==> src/sv/brl_pkg.sv <==
// ----------------------------------------------------------------------------
// brl_pkg - shared types and constants for the line rasterizer
// Holds the walker state type and the guard width used for the error term.
// ----------------------------------------------------------------------------
`default_nettype none

package brl_pkg;

   // The error term needs this many bits beyond a coordinate. It covers the
   // sign, the dx - dz span and headroom for the add/sub step.
   localparam int unsigned ERR_GUARD_BITS = 3;

   typedef enum logic [1:0] {
      BRL_IDLE,
      BRL_LOAD,
      BRL_WALK
   } brl_state_type;

endpackage : brl_pkg

`default_nettype wire

==> src/sv/brl_front.sv <==
// ----------------------------------------------------------------------------
// brl_front - line command setup
// Derives deltas, step directions and the initial error from one command and
// packs them into a setup record for the walker queue.
// ----------------------------------------------------------------------------
`default_nettype none

module brl_front #(
   parameter int unsigned COORD_BITS = 6,
   parameter int unsigned REC_BITS   = 7 * COORD_BITS + brl_pkg::ERR_GUARD_BITS + 2
) (
   input  wire logic [COORD_BITS-1:0] start_x,
   input  wire logic [COORD_BITS-1:0] start_z,
   input  wire logic [COORD_BITS-1:0] end_x,
   input  wire logic [COORD_BITS-1:0] end_z,
   output      logic [REC_BITS-1:0]   setup_rec
);

   localparam int unsigned EW = COORD_BITS + brl_pkg::ERR_GUARD_BITS;

   logic [COORD_BITS-1:0] dx;
   logic [COORD_BITS-1:0] dz;
   logic                  sx_neg;
   logic                  sz_neg;
   logic [EW-1:0]         err_init;

   always_comb begin
      dx       = (end_x >= start_x) ? (end_x - start_x) : (start_x - end_x);
      dz       = (end_z >= start_z) ? (end_z - start_z) : (start_z - end_z);
      // step is -1 unless start is strictly below end
      sx_neg   = !(start_x < end_x);
      sz_neg   = !(start_z < end_z);
      err_init = EW'(dx) - EW'(dz);
   end

   // Record layout, low bits first: start_x, start_z, end_x, end_z, dx, dz,
   // sx_neg, sz_neg, err.
   assign setup_rec = {err_init, sz_neg, sx_neg, dz, dx, end_z, end_x, start_z, start_x};

endmodule : brl_front

`default_nettype wire

==> src/sv/brl_fifo.sv <==
// ----------------------------------------------------------------------------
// brl_fifo - setup record queue
// Small synchronous queue between command setup and the point walker.
// Read data is registered: it appears the cycle after a pop.
// ----------------------------------------------------------------------------
`default_nettype none

module brl_fifo #(
   parameter int unsigned WIDTH = 50,
   parameter int unsigned DEPTH = 2
) (
   input  wire logic             clock,
   input  wire logic             reset,
   input  wire logic             push,
   input  wire logic [WIDTH-1:0] push_data,
   input  wire logic             pop,
   output      logic [WIDTH-1:0] pop_data,
   output      logic             full,
   output      logic             not_empty
);

   localparam int unsigned AW = (DEPTH > 1) ? $clog2(DEPTH) : 1;
   localparam int unsigned CW = $clog2(DEPTH + 1);

   logic [WIDTH-1:0] mem_ff [DEPTH];
   logic [AW-1:0]    wr_ptr_ff;
   logic [AW-1:0]    wr_ptr_in;
   logic [AW-1:0]    rd_ptr_ff;
   logic [AW-1:0]    rd_ptr_in;
   logic [CW-1:0]    count_ff;
   logic [CW-1:0]    count_in;
   logic [WIDTH-1:0] pop_data_ff;

   assign full      = (count_ff == CW'(DEPTH));
   assign not_empty = (count_ff != '0);
   assign pop_data  = pop_data_ff;

   always_comb begin
      wr_ptr_in = wr_ptr_ff;
      rd_ptr_in = rd_ptr_ff;
      count_in  = count_ff;
      if (push) begin
         wr_ptr_in = (wr_ptr_ff == AW'(DEPTH - 1)) ? '0 : wr_ptr_ff + 1'b1;
      end
      if (pop) begin
         rd_ptr_in = (rd_ptr_ff == AW'(DEPTH - 1)) ? '0 : rd_ptr_ff + 1'b1;
      end
      if (push && !pop) begin
         count_in = count_ff + 1'b1;
      end else if (pop && !push) begin
         count_in = count_ff - 1'b1;
      end
   end

   always_ff @(posedge clock) begin
      if (reset) begin
         wr_ptr_ff <= '0;
         rd_ptr_ff <= '0;
         count_ff  <= '0;
      end else begin
         wr_ptr_ff <= wr_ptr_in;
         rd_ptr_ff <= rd_ptr_in;
         count_ff  <= count_in;
      end
   end

   always_ff @(posedge clock) begin
      if (push) begin
         mem_ff[wr_ptr_ff] <= push_data;
      end
   end

   always_ff @(posedge clock) begin
      if (pop) begin
         pop_data_ff <= mem_ff[rd_ptr_ff];
      end
   end

endmodule : brl_fifo

`default_nettype wire

==> src/sv/brl_back.sv <==
// ----------------------------------------------------------------------------
// brl_back - Bresenham point walker
// Takes one setup record at a time and steps the line into a registered
// result beat, one point per cycle while that register is free or taken.
// ----------------------------------------------------------------------------
`default_nettype none

module brl_back #(
   parameter int unsigned COORD_BITS = 6,
   parameter int unsigned REC_BITS   = 7 * COORD_BITS + brl_pkg::ERR_GUARD_BITS + 2
) (
   input  wire logic                  clock,
   input  wire logic                  reset,
   input  wire logic                  rec_avail,
   input  wire logic [REC_BITS-1:0]   rec_data,
   output      logic                  rec_pop,
   output      logic                  pt_valid,
   input  wire logic                  pt_ready,
   output      logic [COORD_BITS-1:0] pt_x,
   output      logic [COORD_BITS-1:0] pt_z,
   output      logic                  pt_last
);

   localparam int unsigned CB = COORD_BITS;
   localparam int unsigned EW = CB + brl_pkg::ERR_GUARD_BITS;

   brl_pkg::brl_state_type state_ff;
   brl_pkg::brl_state_type state_in;

   logic [CB-1:0]        px_ff, px_in;
   logic [CB-1:0]        pz_ff, pz_in;
   logic [CB-1:0]        ex_ff;
   logic [CB-1:0]        ez_ff;
   logic [CB-1:0]        dx_ff;
   logic [CB-1:0]        dz_ff;
   logic                 sx_neg_ff;
   logic                 sz_neg_ff;
   logic signed [EW-1:0] err_ff, err_in;

   logic                 out_valid_ff, out_valid_in;
   logic [CB-1:0]        out_x_ff;
   logic [CB-1:0]        out_z_ff;
   logic                 out_last_ff;

   logic                 out_free;
   logic                 emit;
   logic                 done;
   logic                 x_step;
   logic                 z_step;
   logic signed [EW:0]   e2;
   logic signed [EW:0]   dx_w;
   logic signed [EW:0]   dz_w;

   assign out_free = !out_valid_ff || pt_ready;
   assign done     = (px_ff == ex_ff) && (pz_ff == ez_ff);

   // next state
   always_comb begin
      state_in = state_ff;
      case (state_ff)
         brl_pkg::BRL_IDLE: begin
            if (rec_avail) begin
               state_in = brl_pkg::BRL_LOAD;
            end
         end
         brl_pkg::BRL_LOAD: begin
            state_in = brl_pkg::BRL_WALK;
         end
         brl_pkg::BRL_WALK: begin
            if (out_free && done) begin
               state_in = brl_pkg::BRL_IDLE;
            end
         end
         default: begin
            state_in = brl_pkg::BRL_IDLE;
         end
      endcase
   end

   // outputs of the state machine
   always_comb begin
      rec_pop = 1'b0;
      emit    = 1'b0;
      case (state_ff)
         brl_pkg::BRL_IDLE: rec_pop = rec_avail;
         brl_pkg::BRL_WALK: emit    = out_free;
         default: begin
            rec_pop = 1'b0;
            emit    = 1'b0;
         end
      endcase
   end

   // one Bresenham step: doubled error against -dz and dx
   always_comb begin
      e2     = {err_ff, 1'b0};
      dx_w   = signed'((EW + 1)'(dx_ff));
      dz_w   = signed'((EW + 1)'(dz_ff));
      x_step = (e2 > -dz_w);
      z_step = (e2 < dx_w);
      err_in = err_ff - (x_step ? signed'(EW'(dz_ff)) : '0)
                      + (z_step ? signed'(EW'(dx_ff)) : '0);
      px_in  = x_step ? (sx_neg_ff ? px_ff - 1'b1 : px_ff + 1'b1) : px_ff;
      pz_in  = z_step ? (sz_neg_ff ? pz_ff - 1'b1 : pz_ff + 1'b1) : pz_ff;
   end

   always_comb begin
      out_valid_in = out_valid_ff;
      if (emit) begin
         out_valid_in = 1'b1;
      end else if (pt_ready) begin
         out_valid_in = 1'b0;
      end
   end

   always_ff @(posedge clock) begin
      if (reset) begin
         state_ff     <= brl_pkg::BRL_IDLE;
         out_valid_ff <= 1'b0;
      end else begin
         state_ff     <= state_in;
         out_valid_ff <= out_valid_in;
      end
   end

   always_ff @(posedge clock) begin
      if (state_ff == brl_pkg::BRL_LOAD) begin
         px_ff     <= rec_data[0*CB +: CB];
         pz_ff     <= rec_data[1*CB +: CB];
         ex_ff     <= rec_data[2*CB +: CB];
         ez_ff     <= rec_data[3*CB +: CB];
         dx_ff     <= rec_data[4*CB +: CB];
         dz_ff     <= rec_data[5*CB +: CB];
         sx_neg_ff <= rec_data[6*CB];
         sz_neg_ff <= rec_data[6*CB + 1];
         err_ff    <= signed'(rec_data[6*CB + 2 +: EW]);
      end else if (emit && !done) begin
         px_ff  <= px_in;
         pz_ff  <= pz_in;
         err_ff <= err_in;
      end
   end

   always_ff @(posedge clock) begin
      if (emit) begin
         out_x_ff    <= px_ff;
         out_z_ff    <= pz_ff;
         out_last_ff <= done;
      end
   end

   assign pt_valid = out_valid_ff;
   assign pt_x     = out_x_ff;
   assign pt_z     = out_z_ff;
   assign pt_last  = out_last_ff;

   a_last_ends_walk: assert property (@(posedge clock) disable iff (reset)
      (emit && done) |=> (state_ff == brl_pkg::BRL_IDLE))
      else $error("walker kept stepping after the end point");

   a_pop_then_load: assert property (@(posedge clock) disable iff (reset)
      rec_pop |=> (state_ff == brl_pkg::BRL_LOAD))
      else $error("record popped without a load cycle");

   a_deltas_hold: assert property (@(posedge clock) disable iff (reset)
      (state_ff == brl_pkg::BRL_WALK && state_in == brl_pkg::BRL_WALK)
         |=> ($stable(dx_ff) && $stable(dz_ff) && $stable(ex_ff) && $stable(ez_ff)))
      else $error("line setup changed during a walk");

   a_emit_fills_out: assert property (@(posedge clock) disable iff (reset)
      emit |=> out_valid_ff)
      else $error("emitted point did not reach the result register");

endmodule : brl_back

`default_nettype wire

==> src/sv/bresenham_line_rasterizer.sv <==
// ----------------------------------------------------------------------------
// bresenham_line_rasterizer - all-octant Bresenham line point generator
//
// Usage:
//   req_ channel: one beat is a line command (start and end on an x/z grid).
//   rsp_ channel: one beat per line point, start point first, end point last;
//                 rsp_tlast marks the end point. A line with start equal to
//                 end gives a single beat with rsp_tlast set.
//   A line has max(|dx|, |dz|) + 1 points, at most 2**COORD_BITS.
//   Path to the first point: command queue, queue read register, record
//   load, result register. Throughput: the walker makes one point per cycle
//   while rsp_ is not stalled, plus a queue read and record load per line.
//   A 2-entry command queue lets new commands in while a line is walked.
//   Stall: when rsp_tready is low the result register holds its beat and the
//   walker waits; commands keep landing in the queue until it is full, then
//   req_tready drops.
//   Reset (synchronous, active high) empties the queue, idles the walker and
//   drops rsp_tvalid. Lines are independent; nothing carries between them.
// ----------------------------------------------------------------------------
`default_nettype none

module bresenham_line_rasterizer #(
   parameter int unsigned COORD_BITS = 6
) (
   input  wire logic clock,
   input  wire logic reset,

   input  wire logic                                       req_tvalid,
   output      logic                                       req_tready,
   // req_tdata, low bit up: start_x, start_z, end_x, end_z, zero pad
   input  wire logic [((4 * COORD_BITS + 7) / 8) * 8 - 1:0] req_tdata,

   output      logic                                       rsp_tvalid,
   input  wire logic                                       rsp_tready,
   // rsp_tdata, low bit up: point_x, point_z, zero pad
   output      logic [((2 * COORD_BITS + 7) / 8) * 8 - 1:0] rsp_tdata,
   // rsp_tlast: last_point
   output      logic                                       rsp_tlast
);

   localparam int unsigned CB       = COORD_BITS;
   localparam int unsigned OUT_BITS = ((2 * CB + 7) / 8) * 8;
   localparam int unsigned REC_BITS = 7 * CB + brl_pkg::ERR_GUARD_BITS + 2;
   localparam int unsigned Q_DEPTH  = 2;

   logic [REC_BITS-1:0] setup_rec;
   logic [REC_BITS-1:0] rec_data;
   logic                q_full;
   logic                q_avail;
   logic                q_pop;
   logic                q_push;
   logic [CB-1:0]       pt_x;
   logic [CB-1:0]       pt_z;

   // Front: setup computed straight off the request beat.
   brl_front #(
      .COORD_BITS (CB),
      .REC_BITS   (REC_BITS)
   ) u_front (
      .start_x   (req_tdata[0*CB +: CB]),
      .start_z   (req_tdata[1*CB +: CB]),
      .end_x     (req_tdata[2*CB +: CB]),
      .end_z     (req_tdata[3*CB +: CB]),
      .setup_rec (setup_rec)
   );

   assign req_tready = !q_full;
   assign q_push     = req_tvalid && !q_full;

   brl_fifo #(
      .WIDTH (REC_BITS),
      .DEPTH (Q_DEPTH)
   ) u_queue (
      .clock     (clock),
      .reset     (reset),
      .push      (q_push),
      .push_data (setup_rec),
      .pop       (q_pop),
      .pop_data  (rec_data),
      .full      (q_full),
      .not_empty (q_avail)
   );

   // Back: walks one line at a time into the result register.
   brl_back #(
      .COORD_BITS (CB),
      .REC_BITS   (REC_BITS)
   ) u_back (
      .clock     (clock),
      .reset     (reset),
      .rec_avail (q_avail),
      .rec_data  (rec_data),
      .rec_pop   (q_pop),
      .pt_valid  (rsp_tvalid),
      .pt_ready  (rsp_tready),
      .pt_x      (pt_x),
      .pt_z      (pt_z),
      .pt_last   (rsp_tlast)
   );

   assign rsp_tdata = OUT_BITS'({pt_z, pt_x});

endmodule : bresenham_line_rasterizer

`default_nettype wire

==> config.mk <==
export PLATFORM = sky130hd
export DESIGN_NAME = bresenham_line_rasterizer
export DESIGN_NICKNAME = d
export VERILOG_FILES = /design/src/sv/brl_pkg.sv /design/src/sv/brl_front.sv /design/src/sv/brl_fifo.sv /design/src/sv/brl_back.sv /design/src/sv/bresenham_line_rasterizer.sv
export SDC_FILE = /design/constraint.sdc
export NUM_CORES = 1
export LEC_CHECK = 0
export CORE_ASPECT_RATIO = 2
export CORE_MARGIN = 8
export CORE_UTILIZATION = 34
export DETAILED_ROUTE_END_ITERATION = 10
export DONT_BUFFER_PORTS = 1
export PLACE_DENSITY = 0.59
export SLEW_MARGIN = 20
export SYNTH_ARGS = -nofsm -noshare
export SYNTH_HDL_FRONTEND = slang
export SYNTH_SLANG_ARGS = --single-unit
==> constraint.sdc <==
create_clock -name clock -period 4.92 [get_ports clock]
set_clock_uncertainty 0.15 [all_clocks]
set_input_delay 0.492 -clock clock [delete_from_list [all_inputs] [get_ports clock]]
set_output_delay 0.492 -clock clock [all_outputs]
set_load 0.005 [all_outputs]
### After elaboration in Yosys (flattened, before gate mapping)

Memories as Yosys holds them, arrays and structs flattened. A register that Yosys moved wholly into a read port is not among the register bits.
Index checks and enable logic that the tools add are counted.

* $lt $le $gt $ge: 6
* $add $sub $neg: 16
* muxes and demuxes: 27
* equal/unequal tests: 7
* reduce and logical (&&, ||, !) cells: 24

Operator list (number)
* $mux W6: 12
* $sub A6 B6 Y6: 4
* $mux W9: 2
* $add A6 B1 Y6 const B: 2
* $eq A6 B6 Y1: 2
* $ge A6 B6 Y1: 2
* $lt A6 B6 Y1: 2
* $reduce_bool A2 Y1: 6
* $sub A6 B1 Y6 const B: 2
* $gt A10 B10 Y1: 1
* $lt A10 B7 Y1: 1
* $neg A6 Y10: 1
* $add A9 B9 Y9: 1
* $sub A9 B9 Y9: 1
* $mux W1: 8
* $mux W2: 4
* $logic_not A1 Y1: 7
* $sub A6 B6 Y7: 1
* $logic_and A1 B1 Y1: 6
* $pmux W2 S3: 1
* $reduce_and A2 Y1: 3
* $eq A2 B2 Y1 const B: 2
* $ne A2 B1 Y1 const B: 2
* $add A1 B1 Y1 const B: 2
* 5 further kinds: 5

* RAM bits: 94
* register bits after elaboration: 67
* memories kept: 1
* word-level logic and storage cells: 98

Memory list
* u_queue.mem_ff: words 2, width 47, read ports 1, clocked after memory_dff 1, wr ports 1, line brl_fifo.sv:25 `logic [WIDTH-1:0] mem_ff [DEPTH];`

### Longest topological paths before layout

* word-level depth: 7
* mapped depth: 23
* mapped depth without buffers: 23

### Hierarchy

A second synthesis with hierarchy kept.

* cells, all modules: 765
* area total of the unflattened synthesis: 10352.4 sq um

Modules (own cells, without submodules)
* brl_fifo: area an instance 4989.8 sq um, cells an instance 213, sequential area each 4314.1 sq um, times used 1
* brl_back: area an instance 3744.8 sq um, cells an instance 339, sequential area each 1861.8 sq um, times used 1
* brl_front: area an instance 1574.0 sq um, cells an instance 206, sequential area each 0.0 sq um, times used 1
* bresenham_line_rasterizer: area an instance 43.8 sq um, cells an instance 7, sequential area each 0.0 sq um, times used 1

### Worst setup path before layout

Ideal clock, no wire load.

* path type: register to register
* start: reg u_back.dz_ff[0]
* end: reg u_back.err_ff[8], data pin
* path slack: 0.422 ns
* clock period less this slack: 4.498 ns
* cell stages (with the launch flop): 22
* setup time: 0.270 ns
* required time: 4.500 ns
* data arrival time: 4.078 ns
* cells stage by stage: edfxtp_1 -> inv_1 -> ha_1 -> nand2b_1 -> nor4_1 -> ha_1 -> a211oi_1 -> o21ai_0 -> o211ai_1 -> a21oi_1 -> a21o_1 -> and2_1 -> fa_1 -> inv_1 -> fa_1 -> a21o_1 -> a21oi_1 -> o21ai_1 -> a31o_2 -> a21oi_1 -> xnor2_1 -> a21oi_1

* longest elaborated chain between the ends: 7

Ends and longest elaborated chain
* from (decl): line brl_back.sv:35 `logic [CB-1:0] dz_ff;`
* from (signal assigned): line brl_back.sv:133 `dz_ff <= rec_data[5*CB +: CB];`
* $neg A6 Y10: line brl_back.sv:99 `x_step = (e2 > -dz_w);`
* $gt A10 B10 Y1: line brl_back.sv:99
* $mux W6 *: line brl_back.sv:101 `err_in = err_ff - (x_step ? signed'(EW'(dz_ff)) : '0)`
* $sub A9 B9 Y9 *: line brl_back.sv:101
* $add A9 B9 Y9 *: line brl_back.sv:102 `+ (z_step ? signed'(EW'(dx_ff)) : '0);`
* $mux W9 *: line brl_back.sv:137 `end else if (emit && !done) begin`
* $mux W9 *: line brl_back.sv:127 `if (state_ff == brl_pkg::BRL_LOAD) begin`
* to (signal assigned): line brl_back.sv:136 `err_ff <= signed'(rec_data[6*CB + 2 +: EW]);`
* to (signal assigned): line brl_back.sv:140 `err_ff <= err_in;`
* to (decl): line brl_back.sv:38 `logic signed [EW-1:0] err_ff, err_in;`

Every way passes the cells marked *; elsewhere a longest branch is shown, timed or not. The select of a mux whose other input is x is not followed.
A chain may end at the register's enable or synchronous reset.

### Worst setup path after layout

* start: reg u_back.dz_ff[1]
* end: reg u_back.err_ff[8], data pin

The elaborated chain is that of the path after synthesis.

==> flow_metrics.tcl <==
set metrics [dict create \
    ff2ff_path_depth 20 \
    peakVddDrop_uv 252.8 \
    endpoint_kind "flip-flop" \
    yosysTopAreaCell "edfxtp_1" \
    power_density_nw_per_um2 657.7 \
    dpl_cell_area_um2 10050 \
    rows 87 \
    ys.flop_type "edfxtp_1" \
    die_w_um 134.8 \
    synth-async-reset-ratio 0 \
    grt_max_degree 46 \
    setup_violations 0 \
    hold_viol_final 0 \
    cp.arrival_ps 4760 \
    relSlewSlack 0.2862 \
    fin_area_um2 11100 \
    drt-pass1-iter-count 4 \
    numCtsBuffers 22 \
    synth-warning-count 0 \
    place_inst 1035 \
    clock_path_buffers 3 \
    crit_type "flip-flop to flip-flop" \
    track_usage 0.1043 \
    initial_core_util 0.3429 \
    synth_edf_count 195 \
    synthDistinctLibCells 40 \
    avgSynthCellArea_um2 14.07 \
    synth_commonest_cells "edfxtp_1, inv_1, ha_1" \
    gr-total-overflow 0 \
    core_um2 27980 \
    io_buffer_count 0 \
    die_height_um 253.6 \
    start_kind "flip-flop" \
    clock_latency_ps 500 \
    postRouteAntennaNets 0 \
    grt_pass1_vias 5343 \
    synth-seq-cells 202 \
    grt_antenna_before_repair 0 \
    drt-initial-drc-count 290 \
    globalplace.congestion 0.8405 \
    dpl.hpwl_um 12470 \
    p_sw_frac 0.3226 \
    status "finished clean" \
    fin_crit_sh 0.9523 \
    tightestPinTransition_ps 1068 \
    wire_per_inst_um 16.01 \
    critPathRequiredTime_ps 4990 \
    seqPwrFrac 0.421 \
    combPwrFrac 0.356 \
    crit_fanout 5 \
    p_clk_frac 0.223 \
    yosysMostFrequentCell "edfxtp_1" \
    p_leak_nw 4.314 \
    layout_setup_ws_ps 234.7 \
    fmax_mhz 213.4 \
    final_layout_size_suffix_gt1_frac 0.1471 \
    drc 0 \
    syn_inst 682 \
    synth_top_area_share 0.6103 \
    synthTopCellsByArea "edfxtp_1, ha_1, mux2_2, inv_1, xor2_1" \
    num_antenna_cells 0 \
    cts-htree-levels 1 \
    slew_violations 0 \
    cts.clk_slew.worst_paths_ps 60 \
    whs_path_depth 2 \
    final_cells 1104 \
    root_buffer "clkbuf_16" \
    p_sw_mw 2.356 \
    intPower_mw 4.946 \
    setup_tns_ps 0 \
    grt_pass1_wl_um 28410 \
    holdWs_ps 32.38 \
    hp-class "input port to flip-flop" \
    io_pins 47 \
    clkSinkCount 202 \
    nFillCells 2554 \
    dpl_worst_slack_ps 37.82 \
    area_delta_synth_final_pct 15.71 \
    drv_cap 0 \
    synth_area_um2 9594 \
    viasPerCell 4.597 \
    dr_total_vias 5075 \
    fin_nets 838 \
    cts_tree "built" \
    die-area_um2 34170 \
    fin_crit_ps 4685 \
    ys_seq_area_frac 0.6249 \
    wl_um 17680 \
]
-- final cells by class --
class	count	area, um^2	share of cell area
repair buffers	38	347.8	0.03133
clock inverters	11	125.1	0.01127
flip-flops and latches	202	5997	0.5402
well taps	356	445.4	0.04012
inverters	83	311.5	0.02806
clock buffers	27	590.6	0.05320
multi-input cells	387	3284	0.2958
-- path summary, 6_finish.rpt --
kind	start	endpoint	slack [ps]
worst min register to register	u_queue.pop_data[20]$_DFFE_PP_	u_back.ez_ff[2]$_DFFE_PP_	270
worst max-delay path	u_back.dz_ff[1]$_DFFE_PP_	u_back.err_ff[8]$_DFFE_PP_	230
worst max register to register	u_back.dz_ff[1]$_DFFE_PP_	u_back.err_ff[8]$_DFFE_PP_	230
worst min-delay path	rsp_tready	u_back.pt_valid$_SDFFE_PP0P_	30
-- timing repair --
action                     4_1_cts  5_1_grt
buffers inserted                 0        6
hold endpoints to repair        55        0
hold buffers                    25        0
gates resized for setup          0        9
setup endpoints to repair        0        3
-- worst max-delay path, stage by stage, from the launching register on --
cell      delay [ps]
edfxtp_1         400
buf_4            160
nor3_2           210
nand2_1          140
xnor2_1          160
ha_1             310
nand4_1          130
nor4_2           270
a21oi_1           70
a21o_1           200
and2_1           180
fa_1             500
inv_1             80
fa_2             400
a21o_1           180
a21oi_2          170
o21ai_1           90
a31o_2           250
a21oi_1          180
xnor2_1          140
a21oi_1           80
-- registers in the layout, summed over array words and instances (netlist names), 2 cells and up --
register,count
u_queue.mem_ff,90
u_queue.pop_data,45
u_back.err_ff,9
u_back.dx_ff,6
u_back.dz_ff,6
u_back.ex_ff,6
u_back.ez_ff,6
u_back.pt_x,6
u_back.pt_z,6
u_back.px_ff,6
u_back.pz_ff,6
u_back.state_ff,2
u_queue.count_ff,2
-- cells in the final DEF, fill, tap and decap left out, types with 2 or more instances in the layout --
cell           count
a211oi_1           5
a21o_1            21
a21oi_1           47
a21oi_2            3
and2_1             7
buf_4             13
bufinv_16          3
clkbuf_1           4
clkbuf_16         23
clkinv_1           7
conb_1             4
dfxtp_1            6
dlygate4sd3_1     25
edfxtp_1         195
fa_1              12
ha_1              62
inv_1             82
mux2_2            48
mux2i_1            4
nand2_1           20
nand2b_1           9
nand3_1            3
nor2_1            28
nor2b_1            6
nor3_1             4
nor4_1             4
nor4_2             2
o21ai_0           16
o21ai_1            6
o21bai_1           5
or2_2              2
or3_1              2
xnor2_1           20
xor2_1            31
-- layer usage --
metal	part of all wire	track usage
met4	0.023	0.03291
met1	0.44	0.1292
met5	0	0
met2	0.50	0.1774
met3	0.038	0.02118
-- power groups by stage --
stage	combinational (mW)	sequential [mW]	clock, mW
floorplan	1.99	2.99	0
global placement	2.48	3.10	0
detailed placement	2.53	3.12	0
CTS	2.57	3.08	1.68
global route	2.98	3.14	1.73
finish	2.60	3.07	1.63
-- stage by stage --
stage	power, mW	util
2_1_floorplan	4.980	-
3_3_place_gp	5.579	0.3592
3_5_place_dp	5.641	0.3592
4_1_cts	7.333	0.3938
5_1_grt	7.855	0.3968
6_report	7.302	0.3968
-- cells by family after synthesis --
| group | count (synthesis) | share of synthesized area |
|---|---|---|
| compound gates | 110 | 0.06977 |
| xor+xnor | 52 | 0.04825 |
| fa+ha+maj | 76 | 0.1093 |
| buf+inv | 96 | 0.03912 |
| flops | 202 | 0.6249 |
| mux | 53 | 0.06208 |
| other cells | 1 | 0.0003909 |
| simple gates | 92 | 0.04617 |
Note: power is estimated with default switching activity, not from simulation.
